$ cat config.mk
export PLATFORM = sky130hd
export DESIGN_NAME = probabilistic_fault_injector
export DESIGN_NICKNAME = d
export VERILOG_FILES = /design/src/sv/pfi_pkg.sv /design/src/sv/probabilistic_fault_injector.sv /design/src/sv/pfi_divider.sv
export VERILOG_INCLUDE_DIRS = /design/src /design/src/sv
export SDC_FILE = /design/constraint.sdc
export NUM_CORES = 2
export LEC_CHECK = 0
export BUFFER_PORTS_ARGS = -buffer_cell sky130_fd_sc_hd__buf_2
export CAP_MARGIN = 10
export CORE_MARGIN = 3
export CORE_UTILIZATION = 40
export CTS_CLUSTER_DIAMETER = 80
export DETAILED_ROUTE_END_ITERATION = 8
export PLACE_DENSITY = 0.67
export SKIP_CTS_REPAIR_TIMING = 1
export SYNTH_ARGS = -nofsm -noshare
export SYNTH_HDL_FRONTEND = slang
export SYNTH_HIERARCHICAL = 1
export SYNTH_SLANG_ARGS = --single-unit
$ cat constraint.sdc
create_clock -name clk -period 10.29 [get_ports clk]
set_input_delay 0 -clock clk [delete_from_list [all_inputs] [get_ports clk]]
set_output_delay 0 -clock clk [all_outputs]
set_load 0.01 [all_outputs]
$ cat src/sv/probabilistic_fault_injector_defines.svh
// Assertion macros shared by the fault injector RTL.
`ifndef PROBABILISTIC_FAULT_INJECTOR_DEFINES_SVH
`define PROBABILISTIC_FAULT_INJECTOR_DEFINES_SVH

// Same-cycle implication, sampled on clk, off during rst.
`define PFI_ASSERT_NOW(label, ante, cons, msg) \
  label: assert property (@(posedge clk) disable iff (rst) (ante) |-> (cons)) else $error(msg);

// Next-cycle implication, sampled on clk, off during rst.
`define PFI_ASSERT_NEXT(label, ante, cons, msg) \
  label: assert property (@(posedge clk) disable iff (rst) (ante) |=> (cons)) else $error(msg);

`endif

$ cat src/sv/pfi_pkg.sv
// Types, constants and helper functions of the probabilistic fault injector.
package pfi_pkg;

  localparam int PFI_NUM_POINTS = 12;
  localparam int MAX_POINTS     = 16;
  localparam int PCT_W          = 7;
  localparam int CNT_W          = 32;

  localparam logic [30:0] LCG_MUL  = 31'd1103515245;
  localparam logic [30:0] LCG_ADD  = 31'd12345;
  localparam int          PCT_BASE = 100;

  // seed div 100 as (seed * RECIP_100) >> RECIP_SHIFT, exact for 31-bit seeds
  localparam logic [30:0] RECIP_100   = 31'd1374389535;
  localparam int          RECIP_SHIFT = 37;
  localparam int          MOD_QW      = 25;

  // shared divider widths
  localparam int DIV_DW = 39;  // holds failures*100
  localparam int DIV_QW = 8;   // rate quotient, saturates to all ones on overflow
  localparam int DIV_TW = 5;
  localparam logic [DIV_TW-1:0] RATE_TOP = DIV_TW'(7);

  // input modes
  localparam logic [1:0] MODE_CHECK   = 2'd0;
  localparam logic [1:0] MODE_STATS   = 2'd1;
  localparam logic [1:0] MODE_CLR_ONE = 2'd2;
  localparam logic [1:0] MODE_CLR_ALL = 2'd3;

  // configuration register indexes
  localparam logic [1:0] CFG_ENABLE  = 2'd0;
  localparam logic [1:0] CFG_PROB_LO = 2'd1;
  localparam logic [1:0] CFG_PROB_HI = 2'd2;

  typedef struct packed {
    logic [1:0] mode;
    logic [3:0] point_index;
  } pfi_in_t;

  typedef struct packed {
    logic             status;
    logic             fail_now;
    logic [CNT_W-1:0] calls_seen;
    logic [CNT_W-1:0] failures_seen;
    logic [PCT_W-1:0] failure_rate;
    logic [PCT_W-1:0] point_probability;
    logic             point_enabled;
  } pfi_out_t;

  typedef struct packed {
    logic              start;
    logic [DIV_TW-1:0] top;
    logic [DIV_DW-1:0] dividend;
    logic [CNT_W-1:0]  divisor;
  } div_req_t;

  typedef struct packed {
    logic              done;
    logic [DIV_QW-1:0] quotient;
  } div_rsp_t;

  typedef enum logic [2:0] {
    S_IDLE,
    S_EXEC,
    S_LCG,
    S_MOD,
    S_RATE0,
    S_RATE,
    S_DONE
  } pfi_state_t;

  function automatic logic [31:0] seed_init(input logic [3:0] k);
    logic [31:0] v;
    case (k)
      4'd0:    v = 32'h12345678;
      4'd1:    v = 32'h23456789;
      4'd2:    v = 32'h3456789A;
      4'd3:    v = 32'h456789AB;
      4'd4:    v = 32'h56789ABC;
      4'd5:    v = 32'h6789ABCD;
      4'd6:    v = 32'h789ABCDE;
      4'd7:    v = 32'h89ABCDEF;
      4'd8:    v = 32'h9ABCDEF0;
      4'd9:    v = 32'hABCDEF01;
      4'd10:   v = 32'hBCDEF012;
      4'd11:   v = 32'hCDEF0123;
      4'd12:   v = 32'hDEF01234;
      4'd13:   v = 32'hEF012345;
      4'd14:   v = 32'hF0123456;
      default: v = 32'h01234567;
    endcase
    return v;
  endfunction

  // 31-bit LCG step; only the low 31 bits of the product survive
  function automatic logic [30:0] lcg_next(input logic [31:0] s);
    logic [30:0] p;
    p = s[30:0] * LCG_MUL + LCG_ADD;
    return p;
  endfunction

endpackage

$ cat src/sv/probabilistic_fault_injector.sv
// Probabilistic fault injector: point table, sequencer and output register.
// Each request selects one fault point, and the block stalls new requests until it is
// through with it. A check on an enabled point with a nonzero percentage runs the
// 31-bit LCG multiply, then the reciprocal multiply that gives seed div 100, then the
// remainder compare, then 8 compare-subtract steps of the shared divider for the failure
// rate, and then waits to see the divider finish. Other requests skip the LCG and
// remainder steps; a point with no calls also skips the divider, and an out-of-range index
// goes straight to the result. A finished result sits in an output register, so the next
// request is taken while it waits; that request holds in S_DONE until the
// register is free. Configuration writes are taken in every cycle.
`include "probabilistic_fault_injector_defines.svh"

module probabilistic_fault_injector
  import pfi_pkg::*;
#(
  parameter int NUM_POINTS = PFI_NUM_POINTS
) (
  input  logic        clk,
  input  logic        rst,
  input  logic        req_valid,
  output logic        req_stall,
  input  pfi_in_t     req_data,
  output logic        rsp_valid,
  input  logic        rsp_stall,
  output pfi_out_t    rsp_data,
  input  logic        cfg_valid,
  output logic        cfg_ready,
  input  logic [1:0]  cfg_index,
  input  logic [55:0] cfg_data
);

  localparam int IW = (NUM_POINTS > 1) ? $clog2(NUM_POINTS) : 1;

  pfi_state_t state, state_next;

  logic        enable;
  logic [55:0] prob_lo;
  logic [55:0] prob_hi;

  logic [31:0]      seeds [NUM_POINTS];
  logic [CNT_W-1:0] calls [NUM_POINTS];
  logic [CNT_W-1:0] fails [NUM_POINTS];

  logic [1:0]       mode_r;
  logic [3:0]       idx_r;
  logic             fail_r;
  logic [PCT_W-1:0] rate_r;
  logic [30:0]      lcg_val;
  logic [MOD_QW-1:0] mod_q;

  logic             found;
  logic [IW-1:0]    sel;
  logic [PCT_W-1:0] pct;
  logic [31:0]      seed_rd;
  logic [CNT_W-1:0] calls_rd;
  logic [CNT_W-1:0] fails_rd;
  logic [30:0]      seed_next;
  logic [61:0]      recip_prod;
  logic [30:0]      seed_rem;
  logic             mod_hit;
  logic [DIV_DW-1:0] fails_x100;
  logic             check_on;
  logic             rsp_load;

  div_req_t div_req;
  div_rsp_t div_rsp;

  // ---------------- configuration ----------------
  assign cfg_ready = 1'b1;

  always_ff @(posedge clk) begin
    if (rst) begin
      enable  <= 1'b0;
      prob_lo <= '0;
      prob_hi <= '0;
    end else if (cfg_valid && cfg_ready) begin
      case (cfg_index)
        CFG_ENABLE:  enable  <= cfg_data[0];
        CFG_PROB_LO: prob_lo <= cfg_data;
        CFG_PROB_HI: prob_hi <= cfg_data;
        default: ;
      endcase
    end
  end

  // ---------------- point selection ----------------
  assign found = ({1'b0, idx_r} < 5'(NUM_POINTS));
  assign sel   = idx_r[IW-1:0];
  assign pct   = idx_r[3] ? prob_hi[7*idx_r[2:0] +: PCT_W] : prob_lo[7*idx_r[2:0] +: PCT_W];

  assign seed_rd  = found ? seeds[sel] : '0;
  assign calls_rd = found ? calls[sel] : '0;
  assign fails_rd = found ? fails[sel] : '0;

  assign seed_next  = lcg_next(seed_rd);
  assign recip_prod = 62'(lcg_val) * 62'(RECIP_100);
  assign seed_rem   = lcg_val - ({6'b0, mod_q} * 31'(PCT_BASE));
  assign mod_hit    = (seed_rem < 31'(pct));
  assign fails_x100 = {1'b0, fails_rd, 6'b0} + {2'b0, fails_rd, 5'b0} + {5'b0, fails_rd, 2'b0};
  assign check_on   = (mode_r == MODE_CHECK) && enable;

  // ---------------- sequencer ----------------
  always_ff @(posedge clk) begin
    if (rst) begin
      state <= S_IDLE;
    end else begin
      state <= state_next;
    end
  end

  always_comb begin
    state_next = state;
    req_stall  = 1'b1;
    rsp_load   = 1'b0;
    div_req    = '0;
    case (state)
      S_IDLE: begin
        req_stall = 1'b0;
        if (req_valid) begin
          state_next = S_EXEC;
        end
      end
      S_EXEC: begin
        if (!found) begin
          state_next = S_DONE;
        end else if (check_on && (pct != '0)) begin
          state_next = S_LCG;
        end else begin
          state_next = S_RATE0;
        end
      end
      S_LCG: begin
        state_next = S_MOD;
      end
      S_MOD: begin
        state_next = S_RATE0;
      end
      S_RATE0: begin
        if (calls_rd == '0) begin
          state_next = S_DONE;
        end else begin
          div_req.start    = 1'b1;
          div_req.top      = RATE_TOP;
          div_req.dividend = fails_x100;
          div_req.divisor  = calls_rd;
          state_next       = S_RATE;
        end
      end
      S_RATE: begin
        if (div_rsp.done) begin
          state_next = S_DONE;
        end
      end
      S_DONE: begin
        if (!rsp_valid || !rsp_stall) begin
          rsp_load   = 1'b1;
          state_next = S_IDLE;
        end
      end
      default: state_next = S_IDLE;
    endcase
  end

  pfi_divider u_div (
    .clk (clk),
    .rst (rst),
    .req (div_req),
    .rsp (div_rsp)
  );

  // ---------------- request working registers ----------------
  always_ff @(posedge clk) begin
    if (state == S_IDLE && req_valid) begin
      mode_r <= req_data.mode;
      idx_r  <= req_data.point_index;
      fail_r <= 1'b0;
      rate_r <= '0;
    end
    if (state == S_EXEC) begin
      lcg_val <= seed_next;
    end
    if (state == S_LCG) begin
      mod_q <= recip_prod[RECIP_SHIFT +: MOD_QW];
    end
    if (state == S_MOD && mod_hit) begin
      fail_r <= 1'b1;
    end
    if (state == S_RATE && div_rsp.done) begin
      rate_r <= (div_rsp.quotient > DIV_QW'(PCT_BASE)) ? PCT_W'(PCT_BASE)
                                                       : div_rsp.quotient[PCT_W-1:0];
    end
  end

  // ---------------- point table ----------------
  always_ff @(posedge clk) begin
    if (rst) begin
      for (int k = 0; k < NUM_POINTS; k++) begin
        seeds[k] <= seed_init(4'(k));
        calls[k] <= '0;
        fails[k] <= '0;
      end
    end else begin
      if (state == S_EXEC) begin
        if (mode_r == MODE_CLR_ALL) begin
          for (int k = 0; k < NUM_POINTS; k++) begin
            calls[k] <= '0;
            fails[k] <= '0;
          end
        end
        if (found) begin
          if (check_on) begin
            calls[sel] <= calls_rd + CNT_W'(1);
            if (pct != '0) begin
              seeds[sel] <= {1'b0, seed_next};
            end
          end else if (mode_r == MODE_CLR_ONE) begin
            calls[sel] <= '0;
            fails[sel] <= '0;
          end
        end
      end
      if (state == S_MOD && mod_hit) begin
        fails[sel] <= fails_rd + CNT_W'(1);
      end
    end
  end

  // ---------------- output register ----------------
  always_ff @(posedge clk) begin
    if (rst) begin
      rsp_valid <= 1'b0;
    end else if (rsp_load) begin
      rsp_valid <= 1'b1;
    end else if (rsp_valid && !rsp_stall) begin
      rsp_valid <= 1'b0;
    end
  end

  always_ff @(posedge clk) begin
    if (rsp_load) begin
      if (found) begin
        rsp_data.status            <= 1'b0;
        rsp_data.fail_now          <= fail_r;
        rsp_data.calls_seen        <= calls_rd;
        rsp_data.failures_seen     <= fails_rd;
        rsp_data.failure_rate      <= rate_r;
        rsp_data.point_probability <= pct;
        rsp_data.point_enabled     <= (pct != '0);
      end else begin
        rsp_data.status            <= 1'b1;
        rsp_data.fail_now          <= 1'b0;
        rsp_data.calls_seen        <= '0;
        rsp_data.failures_seen     <= '0;
        rsp_data.failure_rate      <= '0;
        rsp_data.point_probability <= '0;
        rsp_data.point_enabled     <= 1'b0;
      end
    end
  end

  // ---------------- assertions ----------------
  `PFI_ASSERT_NOW(a_rate_max, rsp_valid, rsp_data.failure_rate <= 7'd100, "failure rate above 100")
  `PFI_ASSERT_NOW(a_fail_point, rsp_valid && rsp_data.fail_now, rsp_data.point_enabled && !rsp_data.status, "fault on disabled or missing point")
  `PFI_ASSERT_NOW(a_nf_zero, rsp_valid && rsp_data.status, rsp_data.calls_seen == '0 && rsp_data.failures_seen == '0 && !rsp_data.fail_now, "not-found result carries data")
  `PFI_ASSERT_NOW(a_div_state, div_rsp.done, state == S_MOD || state == S_RATE, "divider finished outside a wait state")
  `PFI_ASSERT_NEXT(a_start_wait, div_req.start, state == S_MOD || state == S_RATE, "divider started without wait state")

endmodule

$ cat src/sv/pfi_divider.sv
// Iterative restoring divider, one compare-subtract step per cycle.
module pfi_divider
  import pfi_pkg::*;
(
  input  logic     clk,
  input  logic     rst,
  input  div_req_t req,
  output div_rsp_t rsp
);

  logic              busy;
  logic              done;
  logic [DIV_DW-1:0] rem;
  logic [DIV_DW-1:0] dvs;
  logic [DIV_QW-1:0] quo;
  logic [DIV_TW-1:0] cnt;
  logic              ge;

  assign ge = (rem >= dvs);

  always_ff @(posedge clk) begin
    if (rst) begin
      busy <= 1'b0;
      done <= 1'b0;
    end else begin
      done <= 1'b0;
      if (req.start) begin
        busy <= 1'b1;
        rem  <= req.dividend;
        dvs  <= DIV_DW'(req.divisor) << req.top;
        quo  <= '0;
        cnt  <= req.top;
      end else if (busy) begin
        if (ge) begin
          rem <= rem - dvs;
        end
        quo <= {quo[DIV_QW-2:0], ge};
        dvs <= dvs >> 1;
        cnt <= cnt - DIV_TW'(1);
        if (cnt == '0) begin
          busy <= 1'b0;
          done <= 1'b1;
        end
      end
    end
  end

  assign rsp.done     = done;
  assign rsp.quotient = quo;

endmodule

* Yosys cells after proc, flatten, opt, wreduce, memory -nomap -nowiden *
Memories as Yosys holds them, arrays and structs flattened. A register that Yosys moved wholly into a read port is not among the register bits.
Index checks and enable logic that the tools add are counted.

operators by class
  add/sub/neg operators = 8
  multipliers = 4
  div/mod/pow operators = 0
  magnitude comparators = 4
  eq/ne operators = 13
  shift-type cells = 3
  mux-type cells = 110
  bitwise operators = 28
  reduce and logical (&&, ||, !) cells = 29

operator list
  operator                                              number
  two-way mux 32 bit                                    43
  two-way mux 39 bit                                    5
  two-way mux 77 bit                                    2
  indexed part select 56 x 7 -> 7 bit                   2
  OR reduction 32 bit                                   3
  two-way mux 81 bit                                    1
  adder 32 x 1 -> 32 bit (second input constant)        2
  multiplier 31 x 31 -> 62 bit (second input constant)  1
  adder 38 x 37 -> 39 bit                               1
  adder 39 x 34 -> 39 bit                               1
  greater-or-equal comparator 39 bit                    1
  << shifter 32 x 5 -> 39 bit                           1
  subtractor 39 bit                                     1
  two-way mux 1 bit                                     38
  logical NOT 32 bit                                    1
  adder 31 x 14 -> 31 bit (second input constant)       1
  < comparator 31 x 7 -> 1 bit                          1
  multiplier 31 x 31 -> 31 bit (second input constant)  1
  two-way mux 31 bit                                    1
  subtractor 31 bit                                     1
  multiplier 25 x 5 -> 29 bit (second input constant)   1
  two-way mux 7 bit                                     4
  bitwise OR 1 bit                                      26
  two-way mux 4 bit                                     6
  28 further kinds                                      54

word-level totals
  flip-flop bits (word level) = 361
  latch bits = 0
  bits in writable memories = 1152
  bits in read-only memories = 0
  word-level logic and storage cells = 226
  memories kept = 3

memories
  memory  words  bits a word  rd ports  clocked after memory_dff  write ports  line                                source
  calls   12     32           1         1                         12           probabilistic_fault_injector.sv:41  logic [CNT_W-1:0] calls [NUM_POINTS];
  fails   12     32           1         1                         12           probabilistic_fault_injector.sv:42  logic [CNT_W-1:0] fails [NUM_POINTS];
  seeds   12     32           1         1                         12           probabilistic_fault_injector.sv:40  logic [31:0] seeds [NUM_POINTS];

* Longest topological paths before layout *
  word-level depth = 12
  mapped depth = 44
  mapped depth without buffers = 33

* Modules after synthesis *
Netlist, hierarchy kept.

modules (own cells, without submodules)
  module                        instances  cells an instance  area an instance (sq um)  sequential area each (sq um)
  probabilistic_fault_injector  1          8307               107707.0                  52590.4
  pfi_divider                   1          932                8249.2                    2772.7

* Worst setup path after synthesis *
Ideal clock, no wire load.

  path type = reg-to-reg
  from = register with a tool-made name
  to = register lcg_val[27] (data pin)
  arrival time = 9.460 ns
  required time = 10.011 ns
  slack = 0.551 ns
  stages on the path, launching flop included = 43
  path buffers = 11
  cells stage by stage = dfxtp_1 -> buf_6 -> buf_12 -> buf_12 -> buf_12 -> buf_12 -> buf_6 -> buf_4 -> buf_2 -> buf_4 -> buf_4 -> mux4_2 -> nand2_1 -> nand3_1 -> o21ai_0 -> or2_2 -> inv_1 -> ha_1 -> [7 not listed] -> fa_1 -> inv_1 -> fa_1 -> inv_1 -> fa_1 -> inv_1 -> ha_1 -> a21o_1 -> a21o_1 -> a21o_1 -> a21o_1 -> o31ai_1 -> a211o_1 -> nand2_1 -> a21o_1 -> a211oi_1 -> clkbuf_1 -> nor2_1

RTL lines
  item                    line                                 source
  end signal: assignment  probabilistic_fault_injector.sv:180  lcg_val <= seed_next;
  end: declaration        probabilistic_fault_injector.sv:48   logic [30:0] lcg_val;

==> results.rst <==
.. list-table::
   :header-rows: 1

   * - Metric
     - Value
   * - Outcome
     - complete, no violations
   * - CTS tree
     - done
   * - Top area cells in the synthesized netlist
     - sky130_fd_sc_hd__edfxtp_1, sky130_fd_sc_hd__fa_1, sky130_fd_sc_hd__mux4_2
   * - Distinct cell type count of the synthesized netlist
     - 115
   * - Element type at the critical path start
     - flip-flop
   * - Core Rows
     - 197
   * - Clk buf depth
     - 4
   * - Global-route wire length before repair
     - 490000 µm
   * - Share of post-route cells with drive strength above 1
     - 0.131
   * - X dimension of the die
     - 544 µm
   * - # H-tree levels
     - 4
   * - DRC marker count from the first detailed-route iteration
     - 8757
   * - Cell Area, Synth
     - 116000 µm²
   * - Hold path cells
     - 4
   * - FFs w/ async S/R, synth
     - 0
   * - Unrepaired setup endpoints after global routing
     - no
   * - Number of violations of the max-capacitance limit
     - 0
   * - Number of nets still failing antenna checks after routing
     - 0
   * - Number of clock buffers inserted by TritonCTS
     - 192
   * - Hold Violations, Final
     - 0
   * - Peak per-stage delay on the critical path
     - 0.69 ns
   * - Capturing element type of the critical path
     - flip-flop
   * - Yosys warnings
     - 6
   * - Share of Yosys cell area claimed by the top area cell type
     - 0.456
   * - Via density per instance
     - 5.58
   * - Worst EP required
     - 10.83 ns
   * - Setup-violating endpoint count in the final report
     - 0
   * - Worst setup slack for register-to-register paths
     - 0.65 ns
   * - Clock skew
     - 0.0744 ns
   * - Share of synthesized area occupied by flip-flops and latches
     - 0.477
   * - Post-Syn Area per Cell
     - 12.6 µm²
   * - Area overhead of the layout relative to synthesis
     - 11.4%
   * - Pins over their slew limit
     - 0
   * - Number of global-route vias before repair
     - 77.4k
   * - Dpl cell area
     - 121000 µm²
   * - Residual DRC
     - 0
   * - Clock latency reported for the late side of the worst-skew pair
     - 0.88 ns
   * - Overall global routing resource usage
     - 0.219
   * - Final-layout worst hold slack
     - 0.0140 ns
   * - Critical R2R Capture
     - seeds[10][28]
   * - Cell taking the most area after synthesis
     - sky130_fd_sc_hd__edfxtp_1
   * - Final worst-path cycle share
     - 0.937
   * - Total Neg Setup Slack
     - 0 ns
   * - Clock-pin transition on the worst setup and hold timing paths
     - 0.06 ns
   * - Final Critical Period
     - 9.64 ns
   * - Die H
     - 544 µm
   * - HPWL reported at the end of detailed placement
     - 224000 µm
   * - Critical path's slowest cell
     - sky130_fd_sc_hd__dfxtp_4
   * - Area of the core
     - 288000 µm²
   * - Initial antenna violation count
     - 20
   * - Gr ovfl total
     - 0
   * - Cell types with the highest counts after synthesis
     - sky130_fd_sc_hd__edfxtp_1, sky130_fd_sc_hd__inv_1, sky130_fd_sc_hd__nor2_1
   * - Pin count of the biggest net entering global routing
     - 204
   * - Arrival time at the worst endpoint
     - 10.18 ns
   * - Starting density of the core
     - 0.402
   * - Overall via count from detail_route
     - 75.7k
   * - Detailed-routing iteration count for the pre-antenna-repair pass
     - 6
   * - NumNets Final
     - 11.1k
   * - Average routed wire per standard cell
     - 24.3 µm
   * - End point of the most critical hold path
     - enable
   * - Area enclosed by the die boundary
     - 296000 µm²
   * - Worst rel slew slack
     - 0.191
   * - IO buf count
     - 151
   * - I/O Pins
     - 153
   * - Placer congestion estimate
     - 0.937
   * - EDFF count, synth
     - 1761
   * - Most instantiated library cell after synthesis
     - sky130_fd_sc_hd__edfxtp_1
   * - Post-layout instance area
     - 129000 µm²
   * - Highest attainable clock frequency
     - 104 MHz
   * - Commonest register cell after synthesis
     - sky130_fd_sc_hd__edfxtp_1
   * - Synthesized instance count
     - 9239
   * - Class of the tightest hold or removal check
     - in2reg
   * - Drt total wl
     - 329000 µm
   * - Flops & latches, synth
     - 1885
   * - Startpoint of the tightest hold check path
     - cfg_data[0]
   * - Buffer type at the clock tree root
     - sky130_fd_sc_hd__clkbuf_16
   * - Number of sinks driven by the clock tree
     - 1885
   * - Transition time of the tightest slew-check pin
     - 1.21 ns
   * - Critical path start-end classification
     - reg2reg
   * - Length in cells of the worst reg-to-reg path
     - 31
   * - Critical Path Fanout Max
     - 25
[state kept, by name (all words and copies together), names as in the netlist, 2 cells and up, named ones only]
signal     cells
u_div/dvs     39
mod_q         25
calls        512
u_div/cnt      5
mode_r         2
state          3
rate_r         7
lcg_val       31
prob_hi       56
u_div/quo      8
prob_lo       56
rsp_data      81
idx_r          4
u_div/rem     39
seeds        496
fails        512
[cells by family (layout without fill, tap and decap cells)]
logic type	after synthesis	count (layout)	synth area share
other	2	279	0.0000648
DFF	1885	1885	0.477
buffers and inverters	1712	1981	0.0611
adders and majority gates	1403	1403	0.191
xor gates and xnor gates	222	222	0.0175
and+or+nand+nor	2517	2517	0.0982
AOI/OAI and AO/OA	910	910	0.0485
muxes	588	588	0.106
[area by class of cell]
cell class                      instances  area, µm²
Clock inverter                        118       1270
Tap cell                             3781       4730
Antenna cell                           18       45.0
Inverter                             1161       4380
Multi-Input combinational cell       5901      54700
Clock buffer                          227       5010
Fill cell                           25700     159000
Timing Repair Buffer                  475       3670
Sequential cell                      1885      55400
[worst max path at each step]
stage	from	to	slack, ns	cells after the start
2_1_floorplan	flip-flop	lcg_val[27]	0.55	42
3_3_place_gp	flip-flop	seeds[12][28]	0.42	31
3_5_place_dp	flip-flop	seeds[15][28]	0.33	31
4_1_cts	flip-flop	seeds[15][28]	0.33	31
5_1_grt	flip-flop	seeds[15][28]	0.12	31
6_report	flip-flop	seeds[10][28]	0.65	31
[routing by layer]
metal | global-route usage | vias to the layer above | part of all wire
li1 | - | 33100 | -
met1 | 0.287 | 38300 | 0.39
met2 | 0.371 | 3591 | 0.49
met3 | 0.0338 | 705 | 0.083
met4 | 0.0756 | 4 | 0.039
met5 | 0 | - | 0.000079
[critical path: cells and delay by family (launching register included)]
family	cells	cell delay, ns
buffers and inverters	7	0.85
DFF	1	0.69
adders and majority gates	9	3.89
xor gates and xnor gates	1	0.54
and+or+nand+nor	4	0.52
AOI/OAI and AO/OA	9	2.29
muxes	1	0.50
[stage by stage]
stage | setup WS [ns] | instances | utilization
2_1_floorplan | 0.551 | 9498 | -
3_3_place_gp | 0.424 | 13100 | 0.421
3_5_place_dp | 0.335 | 13100 | 0.421
4_1_cts | 0.329 | 13400 | 0.443
5_1_grt | 0.121 | 13600 | 0.448
6_report | 0.645 | 13600 | 0.448
[layout by cell type (no fill, tap or decap), drive strengths merged, types with 47 or more instances in the layout]
master / instances
and2: 120
nor2: 823
mux2i: 56
or2: 51
conb: 261
dfxtp: 124
nor3: 454
xnor2: 140
fa: 609
or3: 48
o21ai: 248
clkinv: 80
inv: 1167
nand3: 92
mux4: 503
buf: 329
dlygate4sd3: 146
a21oi: 307
ha: 794
xor2: 82
a21o: 78
edfxtp: 1761
nand2: 747
clkbuf: 227
and3: 47
Power is not shown: default switching activity piles up to over one toggle a cycle in this logic, so the estimate is an artifact.
